`src/sv/epae_pkg.sv`:
```
// Shared constants and tables of the event-plane angle estimator.
// Depends on nothing; used by every module of the block.
package epae_pkg;

  localparam int CHANNELS_DEF     = 16;
  localparam int SIGNAL_WIDTH_DEF = 24;
  localparam int CORDIC_STEPS_DEF = 16;

  localparam int ANGLE_W = 16;   // internal angle width, 2^(ANGLE_W-1) = pi
  localparam int TABLE_CH = 16;  // channels covered by the fixed tables
  localparam int ATAN_N = 24;
  localparam int Q_W = 18;       // normalized Q, Q16
  localparam int R_W = 36;       // recentered value, Q28
  localparam int K_W = 18;       // trig / inverse-sigma operand
  localparam int ZA_W = 34;      // CORDIC angle accumulator

  localparam logic [2:0]  SEC_PLANE = 3'd4;
  localparam logic [23:0] THR_RESET = 24'd2000;

  localparam logic signed [2:0] POS_X [0:1][0:15] = '{
    '{3'sd1, 3'sd1, 3'sd1, 3'sd1, 3'sd3, 3'sd3, 3'sd3, 3'sd3,
      -3'sd3, -3'sd3, -3'sd3, -3'sd3, -3'sd1, -3'sd1, -3'sd1, -3'sd1},
    '{-3'sd1, -3'sd1, -3'sd1, -3'sd1, -3'sd3, -3'sd3, -3'sd3, -3'sd3,
      3'sd1, 3'sd1, 3'sd1, 3'sd1, 3'sd3, 3'sd3, 3'sd3, 3'sd3}};

  localparam logic signed [2:0] POS_Y [0:1][0:15] = '{
    '{-3'sd1, 3'sd1, 3'sd3, -3'sd3, -3'sd1, 3'sd1, 3'sd3, -3'sd3,
      3'sd1, -3'sd1, -3'sd3, 3'sd3, 3'sd1, -3'sd1, -3'sd3, 3'sd3},
    '{-3'sd1, 3'sd1, 3'sd3, -3'sd3, -3'sd1, 3'sd3, 3'sd1, -3'sd3,
      3'sd1, -3'sd1, -3'sd3, 3'sd3, 3'sd1, -3'sd1, -3'sd3, 3'sd3}};

  localparam logic [10:0] GAIN_Q8 [0:1][0:15] = '{
    '{11'd340, 11'd461, 11'd504, 11'd563, 11'd691, 11'd645, 11'd724, 11'd463,
      11'd164, 11'd128, 11'd113, 11'd305, 11'd228, 11'd164, 11'd148, 11'd259},
    '{11'd968, 11'd108, 11'd259, 11'd164, 11'd919, 11'd553, 11'd123, 11'd136,
      11'd520, 11'd294, 11'd366, 11'd545, 11'd297, 11'd246, 11'd177, 11'd1211}};

  function automatic logic [10:0] gain_q8(input logic sd, input logic [3:0] ch);
    return GAIN_Q8[sd][ch];
  endfunction

  // Q14 cos, sin, cos2, sin2 of a tile (k selects the term)
  function automatic logic signed [K_W-1:0] trig_q14(input logic sd,
                                                    input logic [3:0] ch,
                                                    input logic [1:0] k);
    logic signed [2:0] x;
    logic signed [2:0] y;
    logic [2:0] ax;
    logic [2:0] ay;
    logic signed [K_W-1:0] c1;
    logic signed [K_W-1:0] s1;
    logic signed [K_W-1:0] c2;
    logic signed [K_W-1:0] s2;
    logic signed [K_W-1:0] res;
    x  = POS_X[sd][ch];
    y  = POS_Y[sd][ch];
    ax = (x < 0) ? 3'(-x) : 3'(x);
    ay = (y < 0) ? 3'(-y) : 3'(y);
    if (ax == ay) begin
      c1 = 18'sd11585; s1 = 18'sd11585; c2 = 18'sd0; s2 = 18'sd16384;
    end else if (ax < ay) begin
      c1 = 18'sd5181; s1 = 18'sd15543; c2 = -18'sd13107; s2 = 18'sd9830;
    end else begin
      c1 = 18'sd15543; s1 = 18'sd5181; c2 = 18'sd13107; s2 = 18'sd9830;
    end
    if (x < 0) c1 = -c1;
    if (y < 0) s1 = -s1;
    if ((x < 0) != (y < 0)) s2 = -s2;
    case (k)
      2'd0:    res = c1;
      2'd1:    res = s1;
      2'd2:    res = c2;
      default: res = s2;
    endcase
    return res;
  endfunction

  function automatic logic signed [13:0] mean_q16(input logic ord, input logic sd,
                                                  input logic k);
    logic signed [13:0] m;
    case ({ord, sd, k})
      3'b000:  m = -14'sd3032;
      3'b001:  m = 14'sd4749;
      3'b010:  m = -14'sd143;
      3'b011:  m = 14'sd94;
      3'b100:  m = 14'sd2922;
      3'b101:  m = -14'sd1956;
      3'b110:  m = -14'sd173;
      default: m = -14'sd412;
    endcase
    return m;
  endfunction

  function automatic logic signed [K_W-1:0] inv_sigma_q12(input logic ord,
                                                        input logic sd,
                                                        input logic k);
    logic signed [K_W-1:0] v;
    case ({ord, sd, k})
      3'b000:  v = 18'sd19721;
      3'b001:  v = 18'sd27252;
      3'b010:  v = 18'sd20299;
      3'b011:  v = 18'sd37564;
      3'b100:  v = 18'sd38846;
      3'b101:  v = 18'sd31067;
      3'b110:  v = 18'sd34543;
      default: v = 18'sd37764;
    endcase
    return v;
  endfunction

  // atan(2^-i), 2^31 = pi
  function automatic logic [30:0] atan_q31(input logic [4:0] i);
    logic [30:0] a;
    case (i)
      5'd0:    a = 31'd536870912;
      5'd1:    a = 31'd316933406;
      5'd2:    a = 31'd167458907;
      5'd3:    a = 31'd85004756;
      5'd4:    a = 31'd42667331;
      5'd5:    a = 31'd21354465;
      5'd6:    a = 31'd10679838;
      5'd7:    a = 31'd5340245;
      5'd8:    a = 31'd2670163;
      5'd9:    a = 31'd1335087;
      5'd10:   a = 31'd667544;
      5'd11:   a = 31'd333772;
      5'd12:   a = 31'd166886;
      5'd13:   a = 31'd83443;
      5'd14:   a = 31'd41722;
      5'd15:   a = 31'd20861;
      5'd16:   a = 31'd10430;
      5'd17:   a = 31'd5215;
      5'd18:   a = 31'd2608;
      5'd19:   a = 31'd1304;
      5'd20:   a = 31'd652;
      5'd21:   a = 31'd326;
      5'd22:   a = 31'd163;
      5'd23:   a = 31'd81;
      default: a = 31'd0;
    endcase
    return a;
  endfunction

endpackage

```
`src/sv/epae_mul.sv`:
```
// Shared signed multiplier with registered product.
// Depends on epae_pkg.
module epae_mul #(
  parameter int A_W = 25
) (
  input  logic                              clk,
  input  logic signed [A_W-1:0]             a,
  input  logic signed [epae_pkg::K_W-1:0]   b,
  output logic signed [A_W+epae_pkg::K_W-1:0] p
);
  import epae_pkg::*;

  logic signed [A_W+K_W-1:0] p_r;
  logic signed [A_W+K_W-1:0] p_nxt;

  assign p_nxt = (A_W + K_W)'(a) * (A_W + K_W)'(b);

  always_ff @(posedge clk) begin
    p_r <= p_nxt;
  end

  assign p = p_r;
endmodule

```
`src/sv/epae_div.sv`:
```
// Bit-serial restoring divider, signed dividend, unsigned divisor,
// quotient truncated toward zero. Depends on epae_pkg.
module epae_div #(
  parameter int N_W = 46,
  parameter int D_W = 28
) (
  input  logic                            clk,
  input  logic                            rst_n,
  input  logic                            start,
  input  logic signed [N_W-1:0]           num,
  input  logic [D_W-1:0]                  den,
  output logic                            done,
  output logic signed [epae_pkg::Q_W-1:0] quo
);
  import epae_pkg::*;

  localparam int C_W = $clog2(N_W + 1);

  logic           busy_r, busy_nxt;
  logic           done_r, done_nxt;
  logic [C_W-1:0] cnt_r, cnt_nxt;
  logic [N_W-1:0] q_r, q_nxt;
  logic [D_W-1:0] rem_r, rem_nxt;
  logic [D_W-1:0] den_r, den_nxt;
  logic           neg_r, neg_nxt;
  logic [D_W:0]   trial;
  logic [N_W-1:0] q_signed;

  assign trial = {rem_r, q_r[N_W-1]};

  always_comb begin
    busy_nxt = busy_r;
    done_nxt = 1'b0;
    cnt_nxt  = cnt_r;
    q_nxt    = q_r;
    rem_nxt  = rem_r;
    den_nxt  = den_r;
    neg_nxt  = neg_r;
    if (start) begin
      busy_nxt = 1'b1;
      cnt_nxt  = C_W'(N_W);
      q_nxt    = num[N_W-1] ? N_W'(-num) : N_W'(num);
      rem_nxt  = '0;
      den_nxt  = den;
      neg_nxt  = num[N_W-1];
    end else if (busy_r) begin
      if (trial >= {1'b0, den_r}) begin
        rem_nxt = D_W'(trial - {1'b0, den_r});
        q_nxt   = {q_r[N_W-2:0], 1'b1};
      end else begin
        rem_nxt = D_W'(trial);
        q_nxt   = {q_r[N_W-2:0], 1'b0};
      end
      cnt_nxt = cnt_r - 1'b1;
      if (cnt_r == C_W'(1)) begin
        busy_nxt = 1'b0;
        done_nxt = 1'b1;
      end
    end
  end

  always_ff @(posedge clk) begin
    if (!rst_n) begin
      busy_r <= 1'b0;
      done_r <= 1'b0;
      cnt_r  <= '0;
    end else begin
      busy_r <= busy_nxt;
      done_r <= done_nxt;
      cnt_r  <= cnt_nxt;
    end
    q_r   <= q_nxt;
    rem_r <= rem_nxt;
    den_r <= den_nxt;
    neg_r <= neg_nxt;
  end

  assign q_signed = neg_r ? (~q_r + 1'b1) : q_r;
  assign done     = done_r;
  assign quo      = Q_W'(q_signed);
endmodule

```
`src/sv/epae_cordic.sv`:
```
// Iterative vectoring CORDIC atan2, one micro-rotation per cycle.
// Depends on epae_pkg.
module epae_cordic #(
  parameter int STEPS = 16
) (
  input  logic                                clk,
  input  logic                                rst_n,
  input  logic                                start,
  input  logic signed [epae_pkg::R_W-1:0]     x_in,
  input  logic signed [epae_pkg::R_W-1:0]     y_in,
  output logic                                done,
  output logic signed [epae_pkg::ANGLE_W-1:0] angle
);
  import epae_pkg::*;

  localparam int C_W = R_W + 3;
  localparam int SH  = 32 - ANGLE_W;
  localparam logic signed [ZA_W-1:0] PI_Z  = ZA_W'(64'd2147483648);
  localparam logic signed [ZA_W-1:0] RND_Z = ZA_W'(64'd1 << (SH - 1));

  logic                  busy_r, busy_nxt;
  logic                  done_r, done_nxt;
  logic [4:0]            i_r, i_nxt;
  logic signed [C_W-1:0] x_r, x_nxt;
  logic signed [C_W-1:0] y_r, y_nxt;
  logic signed [ZA_W-1:0] z_r, z_nxt;
  logic signed [C_W-1:0] xe, ye, dx, dy;
  logic signed [ZA_W-1:0] at, zr;

  assign xe = C_W'(x_in);
  assign ye = C_W'(y_in);
  assign dx = x_r >>> i_r;
  assign dy = y_r >>> i_r;
  assign at = $signed({3'b000, atan_q31(i_r)});

  always_comb begin
    busy_nxt = busy_r;
    done_nxt = 1'b0;
    i_nxt    = i_r;
    x_nxt    = x_r;
    y_nxt    = y_r;
    z_nxt    = z_r;
    if (start) begin
      i_nxt = '0;
      if (xe == '0 && ye == '0) begin
        z_nxt    = '0;
        done_nxt = 1'b1;
      end else begin
        busy_nxt = 1'b1;
        if (xe < 0) begin
          z_nxt = (ye >= 0) ? PI_Z : -PI_Z;
          x_nxt = -xe;
          y_nxt = -ye;
        end else begin
          z_nxt = '0;
          x_nxt = xe;
          y_nxt = ye;
        end
      end
    end else if (busy_r) begin
      if (y_r > 0) begin
        x_nxt = x_r + dy;
        y_nxt = y_r - dx;
        z_nxt = z_r + at;
      end else begin
        x_nxt = x_r - dy;
        y_nxt = y_r + dx;
        z_nxt = z_r - at;
      end
      i_nxt = i_r + 1'b1;
      if (i_r == 5'(STEPS - 1)) begin
        busy_nxt = 1'b0;
        done_nxt = 1'b1;
      end
    end
  end

  always_ff @(posedge clk) begin
    if (!rst_n) begin
      busy_r <= 1'b0;
      done_r <= 1'b0;
      i_r    <= '0;
    end else begin
      busy_r <= busy_nxt;
      done_r <= done_nxt;
      i_r    <= i_nxt;
    end
    x_r <= x_nxt;
    y_r <= y_nxt;
    z_r <= z_nxt;
  end

  // round to ANGLE_W bits, wrap
  assign zr    = (z_r + RND_Z) >>> SH;
  assign angle = ANGLE_W'(zr);
  assign done  = done_r;
endmodule

```
`src/sv/event_plane_angle_estimator_core.sv`:
```
// Event-plane angle estimator: top level with hit store and sequencer.
// Depends on epae_pkg, epae_mul, epae_div, epae_cordic.
//
// Usage: one detector hit is a transfer on the in_ channel. Section 4
// hits with channel 1..16 have their summed, clamped charge scaled by a
// per-channel gain and written into a 2 x 16 signal store (a later hit on
// the same slot overwrites it). After a hit without in_last_hit, in_ready
// drops for one cycle while the store is written.
// A hit with in_last_hit set starts the event computation: per side a
// multiply-accumulate pass (S_MUL then S_ACC per channel term, 4 terms per
// channel) and, for a side whose total exceeds the threshold, four serial
// divisions (one quotient bit per cycle, ACC width + 2 bits) and two
// CORDIC runs (one step per cycle). The serial divider dominates. in_ready
// stays low until the result has been loaded into the out_ register.
// The result is one transfer on the out_ channel. If the receiver stalls,
// the result holds and the next hits are still taken; only the next
// event end waits for the output register to free up.
// cfg_ writes the total threshold at any time the block is idle; it is
// always ready. Reset clears the store, sets the threshold to 2000 and
// leaves the output channel empty.
module event_plane_angle_estimator_core #(
  parameter int CHANNELS     = epae_pkg::CHANNELS_DEF,
  parameter int SIGNAL_WIDTH = epae_pkg::SIGNAL_WIDTH_DEF,
  parameter int CORDIC_STEPS = epae_pkg::CORDIC_STEPS_DEF
) (
  input  logic               clk,
  input  logic               rst_n,
  input  logic               in_valid,
  output logic               in_ready,
  input  logic               in_side,
  input  logic [2:0]         in_section,
  input  logic [4:0]         in_channel,
  input  logic signed [19:0] in_charge_a,
  input  logic signed [19:0] in_charge_b,
  input  logic               in_last_hit,
  output logic               out_valid,
  input  logic               out_ready,
  output logic signed [15:0] out_first_angle_neg,
  output logic signed [14:0] out_second_angle_neg,
  output logic signed [15:0] out_first_angle_pos,
  output logic signed [14:0] out_second_angle_pos,
  output logic               out_valid_neg,
  output logic               out_valid_pos,
  output logic               out_both_valid,
  output logic [23:0]        out_total_neg,
  output logic [23:0]        out_total_pos,
  input  logic               cfg_valid,
  output logic               cfg_ready,
  input  logic [23:0]        cfg_data
);
  import epae_pkg::*;

  localparam int SW      = SIGNAL_WIDTH;
  localparam int LIVE_CH = (CHANNELS < TABLE_CH) ? CHANNELS : TABLE_CH;
  localparam int CH_IW   = $clog2(LIVE_CH);
  localparam int TW      = SW + CH_IW;          // side total
  localparam int ACC_W   = SW + 16 + CH_IW;     // Q14 weighted sums
  localparam int NW      = ACC_W + 2;           // sum * 4
  localparam int MA_W    = (SW + 1 > 20) ? SW + 1 : 20;
  localparam int P_W     = MA_W + K_W;
  localparam int RUN     = (CORDIC_STEPS < ATAN_N) ? CORDIC_STEPS : ATAN_N;

  localparam logic [3:0] S_IDLE  = 4'd0;
  localparam logic [3:0] S_WR    = 4'd1;
  localparam logic [3:0] S_MUL   = 4'd2;
  localparam logic [3:0] S_ACC   = 4'd3;
  localparam logic [3:0] S_CHK   = 4'd4;
  localparam logic [3:0] S_DIV   = 4'd5;
  localparam logic [3:0] S_DWAIT = 4'd6;
  localparam logic [3:0] S_RMUL  = 4'd7;
  localparam logic [3:0] S_RSTO  = 4'd8;
  localparam logic [3:0] S_COR   = 4'd9;
  localparam logic [3:0] S_CWAIT = 4'd10;
  localparam logic [3:0] S_NEXT  = 4'd11;
  localparam logic [3:0] S_OUT   = 4'd12;

  logic [3:0] st_r, st_nxt;

  // threshold register
  logic [23:0] thr_r;
  always_ff @(posedge clk) begin
    if (!rst_n) thr_r <= THR_RESET;
    else if (cfg_valid) thr_r <= cfg_data;
  end
  assign cfg_ready = 1'b1;

  // captured hit
  logic             hsd_r, hok_r, hlast_r;
  logic [CH_IW-1:0] hidx_r;
  logic [19:0]      hsum_r;
  logic signed [20:0] sum21;
  logic [4:0]       chm1;
  logic             in_fire;

  assign in_fire = in_valid && in_ready;
  assign sum21   = 21'(in_charge_a) + 21'(in_charge_b);
  assign chm1    = in_channel - 5'd1;

  always_ff @(posedge clk) begin
    if (in_fire) begin
      hsd_r   <= in_side;
      hok_r   <= (in_section == SEC_PLANE) && (in_channel != 5'd0) &&
                 ({2'b00, in_channel} <= 7'(LIVE_CH));
      hidx_r  <= chm1[CH_IW-1:0];
      hsum_r  <= (sum21 > 0) ? sum21[19:0] : 20'd0;
      hlast_r <= in_last_hit;
    end
  end

  // gain scaling, Q8 with rounding, saturated to the store width
  logic [30:0]   gp;
  logic [22:0]   gv;
  logic [SW-1:0] sig_wr;
  assign gp = 31'(hsum_r) * 31'(gain_q8(hsd_r, 4'(hidx_r))) + 31'd128;
  assign gv = gp[30:8];
  always_comb begin
    if ({{SW{1'b0}}, gv} > {23'd0, {SW{1'b1}}}) sig_wr = '1;
    else sig_wr = SW'(gv);
  end

  // sequencer registers
  logic             sd_r, sd_nxt;
  logic [CH_IW-1:0] c_r, c_nxt;
  logic [1:0]       k_r, k_nxt;
  logic             ord_r, ord_nxt;
  logic signed [ACC_W-1:0] acc_r [4];
  logic signed [ACC_W-1:0] acc_nxt [4];
  logic [TW-1:0]    tot_r, tot_nxt;
  logic signed [R_W-1:0] r_r [2];
  logic signed [R_W-1:0] r_nxt [2];
  logic signed [15:0] a1_r [2];
  logic signed [15:0] a1_nxt [2];
  logic signed [14:0] a2_r [2];
  logic signed [14:0] a2_nxt [2];
  logic [1:0]       vld_r, vld_nxt;
  logic [23:0]      ts_r [2];
  logic [23:0]      ts_nxt [2];
  logic             clr_store;
  logic             wr_store;

  logic [SW-1:0] store_r [2][LIVE_CH];
  logic [SW-1:0] sig_rd;
  assign sig_rd = store_r[sd_r][c_r];

  always_ff @(posedge clk) begin
    if (!rst_n || clr_store) begin
      for (int s = 0; s < 2; s++)
        for (int c = 0; c < LIVE_CH; c++)
          store_r[s][c] <= '0;
    end else if (wr_store) begin
      store_r[hsd_r][hidx_r] <= sig_wr;
    end
  end

  // shared multiplier
  logic signed [MA_W-1:0] mul_a;
  logic signed [K_W-1:0]  mul_b;
  logic signed [P_W-1:0]  mul_p;
  logic signed [Q_W:0]    diff;
  logic signed [Q_W-1:0]  div_q;
  logic                   div_done;

  assign diff = (Q_W + 1)'(div_q) - (Q_W + 1)'(mean_q16(ord_r, sd_r, k_r[0]));

  always_comb begin
    if (st_r == S_RMUL) begin
      mul_a = MA_W'(diff);
      mul_b = inv_sigma_q12(ord_r, sd_r, k_r[0]);
    end else begin
      mul_a = MA_W'($signed({1'b0, sig_rd}));
      mul_b = trig_q14(sd_r, 4'(c_r), k_r);
    end
  end

  epae_mul #(.A_W(MA_W)) u_mul (
    .clk (clk),
    .a   (mul_a),
    .b   (mul_b),
    .p   (mul_p)
  );

  // divider: Q16 normalization of one weighted sum
  logic                  div_start;
  logic signed [NW-1:0]  div_num;
  assign div_num = $signed({acc_r[{ord_r, k_r[0]}], 2'b00});

  epae_div #(.N_W(NW), .D_W(TW)) u_div (
    .clk   (clk),
    .rst_n (rst_n),
    .start (div_start),
    .num   (div_num),
    .den   (tot_r),
    .done  (div_done),
    .quo   (div_q)
  );

  // CORDIC
  logic                      cor_start, cor_done;
  logic signed [ANGLE_W-1:0] cor_ang;

  epae_cordic #(.STEPS(RUN)) u_cordic (
    .clk   (clk),
    .rst_n (rst_n),
    .start (cor_start),
    .x_in  (r_r[0]),
    .y_in  (r_r[1]),
    .done  (cor_done),
    .angle (cor_ang)
  );

  // threshold and saturation of the running side total
  logic        tot_ok;
  logic [23:0] tot_sat;
  assign tot_ok  = {24'd0, tot_r} > {{TW{1'b0}}, thr_r};
  assign tot_sat = ({24'd0, tot_r} > {{TW{1'b0}}, 24'hFFFFFF}) ? 24'hFFFFFF
                                                               : 24'(tot_r);

  logic out_valid_r, out_valid_nxt;
  logic out_load;

  always_comb begin
    st_nxt    = st_r;
    sd_nxt    = sd_r;
    c_nxt     = c_r;
    k_nxt     = k_r;
    ord_nxt   = ord_r;
    acc_nxt   = acc_r;
    tot_nxt   = tot_r;
    r_nxt     = r_r;
    a1_nxt    = a1_r;
    a2_nxt    = a2_r;
    vld_nxt   = vld_r;
    ts_nxt    = ts_r;
    wr_store  = 1'b0;
    clr_store = 1'b0;
    div_start = 1'b0;
    cor_start = 1'b0;
    out_load  = 1'b0;
    case (st_r)
      S_IDLE: begin
        if (in_fire) st_nxt = S_WR;
      end
      S_WR: begin
        wr_store = hok_r;
        if (hlast_r) begin
          sd_nxt  = 1'b0;
          c_nxt   = '0;
          k_nxt   = '0;
          tot_nxt = '0;
          for (int i = 0; i < 4; i++) acc_nxt[i] = '0;
          st_nxt = S_MUL;
        end else begin
          st_nxt = S_IDLE;
        end
      end
      S_MUL: st_nxt = S_ACC;
      S_ACC: begin
        acc_nxt[k_r] = acc_r[k_r] + ACC_W'(mul_p);
        if (k_r == 2'd0) tot_nxt = tot_r + TW'(sig_rd);
        k_nxt = k_r + 2'd1;
        if (k_r == 2'd3) begin
          c_nxt = c_r + 1'b1;
          if (c_r == CH_IW'(LIVE_CH - 1)) st_nxt = S_CHK;
          else st_nxt = S_MUL;
        end else begin
          st_nxt = S_MUL;
        end
      end
      S_CHK: begin
        vld_nxt[sd_r] = tot_ok;
        ts_nxt[sd_r]  = tot_sat;
        a1_nxt[sd_r]  = '0;
        a2_nxt[sd_r]  = '0;
        ord_nxt = 1'b0;
        k_nxt   = '0;
        st_nxt  = tot_ok ? S_DIV : S_NEXT;
      end
      S_DIV: begin
        div_start = 1'b1;
        st_nxt    = S_DWAIT;
      end
      S_DWAIT: begin
        if (div_done) st_nxt = S_RMUL;
      end
      S_RMUL: st_nxt = S_RSTO;
      S_RSTO: begin
        r_nxt[k_r[0]] = R_W'(mul_p);
        if (k_r[0]) begin
          k_nxt  = '0;
          st_nxt = S_COR;
        end else begin
          k_nxt  = 2'd1;
          st_nxt = S_DIV;
        end
      end
      S_COR: begin
        cor_start = 1'b1;
        st_nxt    = S_CWAIT;
      end
      S_CWAIT: begin
        if (cor_done) begin
          if (!ord_r) begin
            a1_nxt[sd_r] = 16'(cor_ang);
            ord_nxt      = 1'b1;
            st_nxt       = S_DIV;
          end else begin
            a2_nxt[sd_r] = 15'(cor_ang >>> 1);
            st_nxt       = S_NEXT;
          end
        end
      end
      S_NEXT: begin
        if (!sd_r) begin
          sd_nxt  = 1'b1;
          c_nxt   = '0;
          k_nxt   = '0;
          tot_nxt = '0;
          for (int i = 0; i < 4; i++) acc_nxt[i] = '0;
          st_nxt = S_MUL;
        end else begin
          st_nxt = S_OUT;
        end
      end
      S_OUT: begin
        if (!out_valid_r || out_ready) begin
          out_load  = 1'b1;
          clr_store = 1'b1;
          st_nxt    = S_IDLE;
        end
      end
      default: st_nxt = S_IDLE;
    endcase
  end

  assign in_ready = (st_r == S_IDLE);

  always_ff @(posedge clk) begin
    if (!rst_n) begin
      st_r <= S_IDLE;
      sd_r <= 1'b0;
      c_r  <= '0;
      k_r  <= '0;
      ord_r <= 1'b0;
    end else begin
      st_r  <= st_nxt;
      sd_r  <= sd_nxt;
      c_r   <= c_nxt;
      k_r   <= k_nxt;
      ord_r <= ord_nxt;
    end
    acc_r <= acc_nxt;
    tot_r <= tot_nxt;
    r_r   <= r_nxt;
    a1_r  <= a1_nxt;
    a2_r  <= a2_nxt;
    vld_r <= vld_nxt;
    ts_r  <= ts_nxt;
  end

  // output register
  always_comb begin
    out_valid_nxt = out_valid_r;
    if (out_valid_r && out_ready) out_valid_nxt = 1'b0;
    if (out_load) out_valid_nxt = 1'b1;
  end

  always_ff @(posedge clk) begin
    if (!rst_n) out_valid_r <= 1'b0;
    else out_valid_r <= out_valid_nxt;
    if (out_load) begin
      out_first_angle_neg  <= a1_r[0];
      out_second_angle_neg <= a2_r[0];
      out_first_angle_pos  <= a1_r[1];
      out_second_angle_pos <= a2_r[1];
      out_valid_neg        <= vld_r[0];
      out_valid_pos        <= vld_r[1];
      out_both_valid       <= vld_r[0] && vld_r[1];
      out_total_neg        <= ts_r[0];
      out_total_pos        <= ts_r[1];
    end
  end

  assign out_valid = out_valid_r;

endmodule
```
`config.mk`:
```
export PLATFORM = sky130hd
export DESIGN_NAME = event_plane_angle_estimator_core
export DESIGN_NICKNAME = d
export VERILOG_FILES = /design/src/sv/epae_pkg.sv /design/src/sv/epae_mul.sv /design/src/sv/epae_div.sv /design/src/sv/epae_cordic.sv /design/src/sv/event_plane_angle_estimator_core.sv
export SDC_FILE = /design/constraint.sdc
export NUM_CORES = 2
export LEC_CHECK = 0
export ABC_AREA = 1
export BUFFER_PORTS_ARGS = -buffer_cell sky130_fd_sc_hd__buf_2
export CAP_MARGIN = 20
export CORE_MARGIN = 2
export CORE_UTILIZATION = 45
export CTS_CLUSTER_DIAMETER = 120
export DETAILED_ROUTE_END_ITERATION = 10
export GPL_TIMING_DRIVEN = 0
export SETUP_SLACK_MARGIN = 0.5
export SLEW_MARGIN = 30
export SYNTH_ARGS = -nofsm -noshare
export SYNTH_HDL_FRONTEND = slang
export SYNTH_SLANG_ARGS = --single-unit
```
`constraint.sdc`:
```
create_clock -name clk -period 12.52 [get_ports clk]
set_input_delay 0.626 -clock clk [delete_from_list [all_inputs] [get_ports clk]]
set_output_delay 0.626 -clock clk [all_outputs]
set_load 0.01 [all_outputs]
```
==> flow_summary.toml <==
[status]
status = "completed"

[clocking]
htree_levels = 4
cts_tree = "yes"
clk_path_buf_depth = 3
cts-buffers-inserted = 175
clk_pin_slew_worst_paths_ns = 0.06
clock-root-buffer = "clkbuf_16"
cts.sinks = 1603
clk_latency_ns = 0.90
ctsResizeCount = 0

[synth]
yosysMostFrequentCell = "nand2_1"
synth_fp_nets = 14472
synth_cells = 13312
yosys-top-cells-area = "edfxtp_1 (38%), fa_1 (11%), nand2_1 (8.1%)"
synth.avg_cell_area_um2 = 8.51
ys_ff_latch = 1603
syn_area_um2 = 113000
synthArstFlopShare = 0
synth_top_area_cell = "edfxtp_1"
synth_flop_cell = "edfxtp_1"
synth_top_area_frac = 0.384
synth_edf_count = 1449
yosysWarnings = 0
synth_common_cells = "nand2_1 (2,435), nor2_1 (1,813), inv_1 (1,750)"
yosysUniqueCellTypes = 78
ys_seq_area_frac = 0.411

[placement]
gp_congestion = 1.02
portBuffers = 193
dp_hpwl_um = 344000
place_inst = 16934

[critical_path]
crit_path_end_kind = "flop"
slowest_delay_ns = 0.59
arrival_ns = 11.60
slowest_stage = "a21boi_0"
path_class = "flop to flop"
startpoint_type = "flop"
cp_max_fo = 10
required_ns = 13.29

[floorplan]
coreArea_um2 = 251000
die_w_um = 506
io_pins = 195
num_rows = 184
initial_core_util = 0.451
die-area_um2 = 256000
die_y_um = 506

[sta]
finalHoldViolations = 0
drv_slew = 0
setup_tns_ns = 0
fmax_mhz = 92.3
slew_headroom = 0.201
fin_crit_ns = 10.83
setup_viol = 0
rsz0062_at_grt = "no"
post-route-period-util = 0.865
tightest_slew_ns = 1.19
fin_skew_ns = 0.0998

[pwr]
powerDensity_nw_per_um2 = 156
p_leak_nw = 53.9
totalPowerFinal_mw = 19.8
vdd_drop_max_mv = 0.303

[routing]
wl_um = 443000
route.vias.total = 100608
drt_iter0_drc = 12812
wire_per_inst_um = 25.6
ant_nets = 0
drtPass1Iterations = 9
via_per_inst = 5.82
drc_errors = 0

[grt]
top_usage_layer = "met2"
track_usage = 0.339
antenna_found_initial = 19
use_met1 = 0.456
grt.met3_usage = 0.0639
grt_use_met2 = 0.518
grt_max_degree = 47
grt_pass1_wl_um = 641000
grt_overflow_total = 0
grt_pass1_vias = 95817

[hold_path]
holdCritPathClass = "input pin to flop"

[layout]
utilization = 0.505
drive_gt1_frac = 0.0657
fin_cells = 17284
syn_to_final_growth_pct = 11.8
nets = 14935

[job]
maxCapViolCount = 0
[per-stage QoR]
step | hold slack [ns] | instance area (µm²) | setup slack, ns
after floorplan | 0.400 | 113000 | 1.84
after global placement | 0.402 | 118000 | -3.02
after detailed placement | 0.405 | 121000 | 1.76
after CTS | 0.000926 | 127000 | 1.73
after global routing | 0.0190 | 127000 | 1.28
final | 0.0387 | 127000 | 1.69
[critical path: cells and delay by family, from the launching register on]
kind | cells | cell delay, ns
compound gates | 9 | 2.49
xor+xnor | 2 | 0.29
fa+ha+maj | 9 | 4.16
buf+inv | 13 | 2.51
flops | 1 | 0.46
simple gates | 6 | 0.81
[layer usage]
| metal | part of all wire | vias up |
|---|---|---|
| li1 | - | 45371 |
| met1 | 0.40 | 48099 |
| met2 | 0.44 | 5872 |
| met3 | 0.10 | 1266 |
| met4 | 0.064 | 0 |
| met5 | 0 | - |
[logic make-up after synthesis]
group | count (synthesis) | share of synthesized area
buffers and inverters | 2372 | 0.0817
AOI/OAI and AO/OA | 2554 | 0.128
DFF | 1603 | 0.411
adders and majority gates | 1081 | 0.159
xor gates and xnor gates | 334 | 0.0258
and+or+nand+nor | 5362 | 0.193
muxes | 4 | 0.000353
other | 2 | 0.0000663
[cell type report]
class / count / area [µm²]
diodes: 16 / 40.0
plain buffers: 575 / 2550
clock buffers: 221 / 4670
clock inverters: 101 / 1190
fillers: 24042 / 124000
inverters: 1797 / 6750
multi-input cells: 9337 / 57800
flip-flops and latches: 1603 / 46600
well taps: 3348 / 4190
repair buffers: 286 / 2860
[where the power goes]
part           total, mW  internal, mW  switching [mW]
clock               5.31          2.95            2.36
combinational       7.73          2.49            5.25
sequential          6.72          6.42           0.304
[registers in the layout, summed over array words and instances, names as in the netlist, 30 cells and up, named ones only]
name,cells
u_cordic.y_r,39
acc_r,176
store_r,736
u_div.q_r,46
u_cordic.x_r,39
a2_r,30
r_r,72
a1_r,32
u_mul.p,43
ts_r,48
u_cordic.z_r,32
u_cordic.at,30
[final timing paths]
check	slack, ns	start	cells after the start	to
max reg2reg	1.69	k_r[0]	39	u_mul.p[37]
min reg2reg	0.42	ts_r[32]	0	out_total_neg[8]
min	0.04	cfg_data[22]	3	thr_r[22]
max	1.69	k_r[0]	39	u_mul.p[37]
[timing repair]
action / 4_1_cts / 5_1_grt
endpoints found under the setup margin: 0 / 0
setup buffers: 0 / 0
hold buffers: 11 / 0
endpoints found under the hold margin: 11 / 0
[cells in the final DEF (no fill, tap or decap), types with 122 or more instances in the layout]
cell and n:
dfxtp_1 154, clkbuf_16 177, inv_1 1748, xnor2_1 135
edfxtp_1 1449, o221ai_1 122, xor2_1 199, nand2_1 2417
o21ai_0 1141, nor2_1 1775, buf_2 327, o211ai_1 145
ha_1 484, clkbuf_1 375, fa_1 597, a21oi_1 648
nand3_1 756
Power figures use the tool's default switching activity.
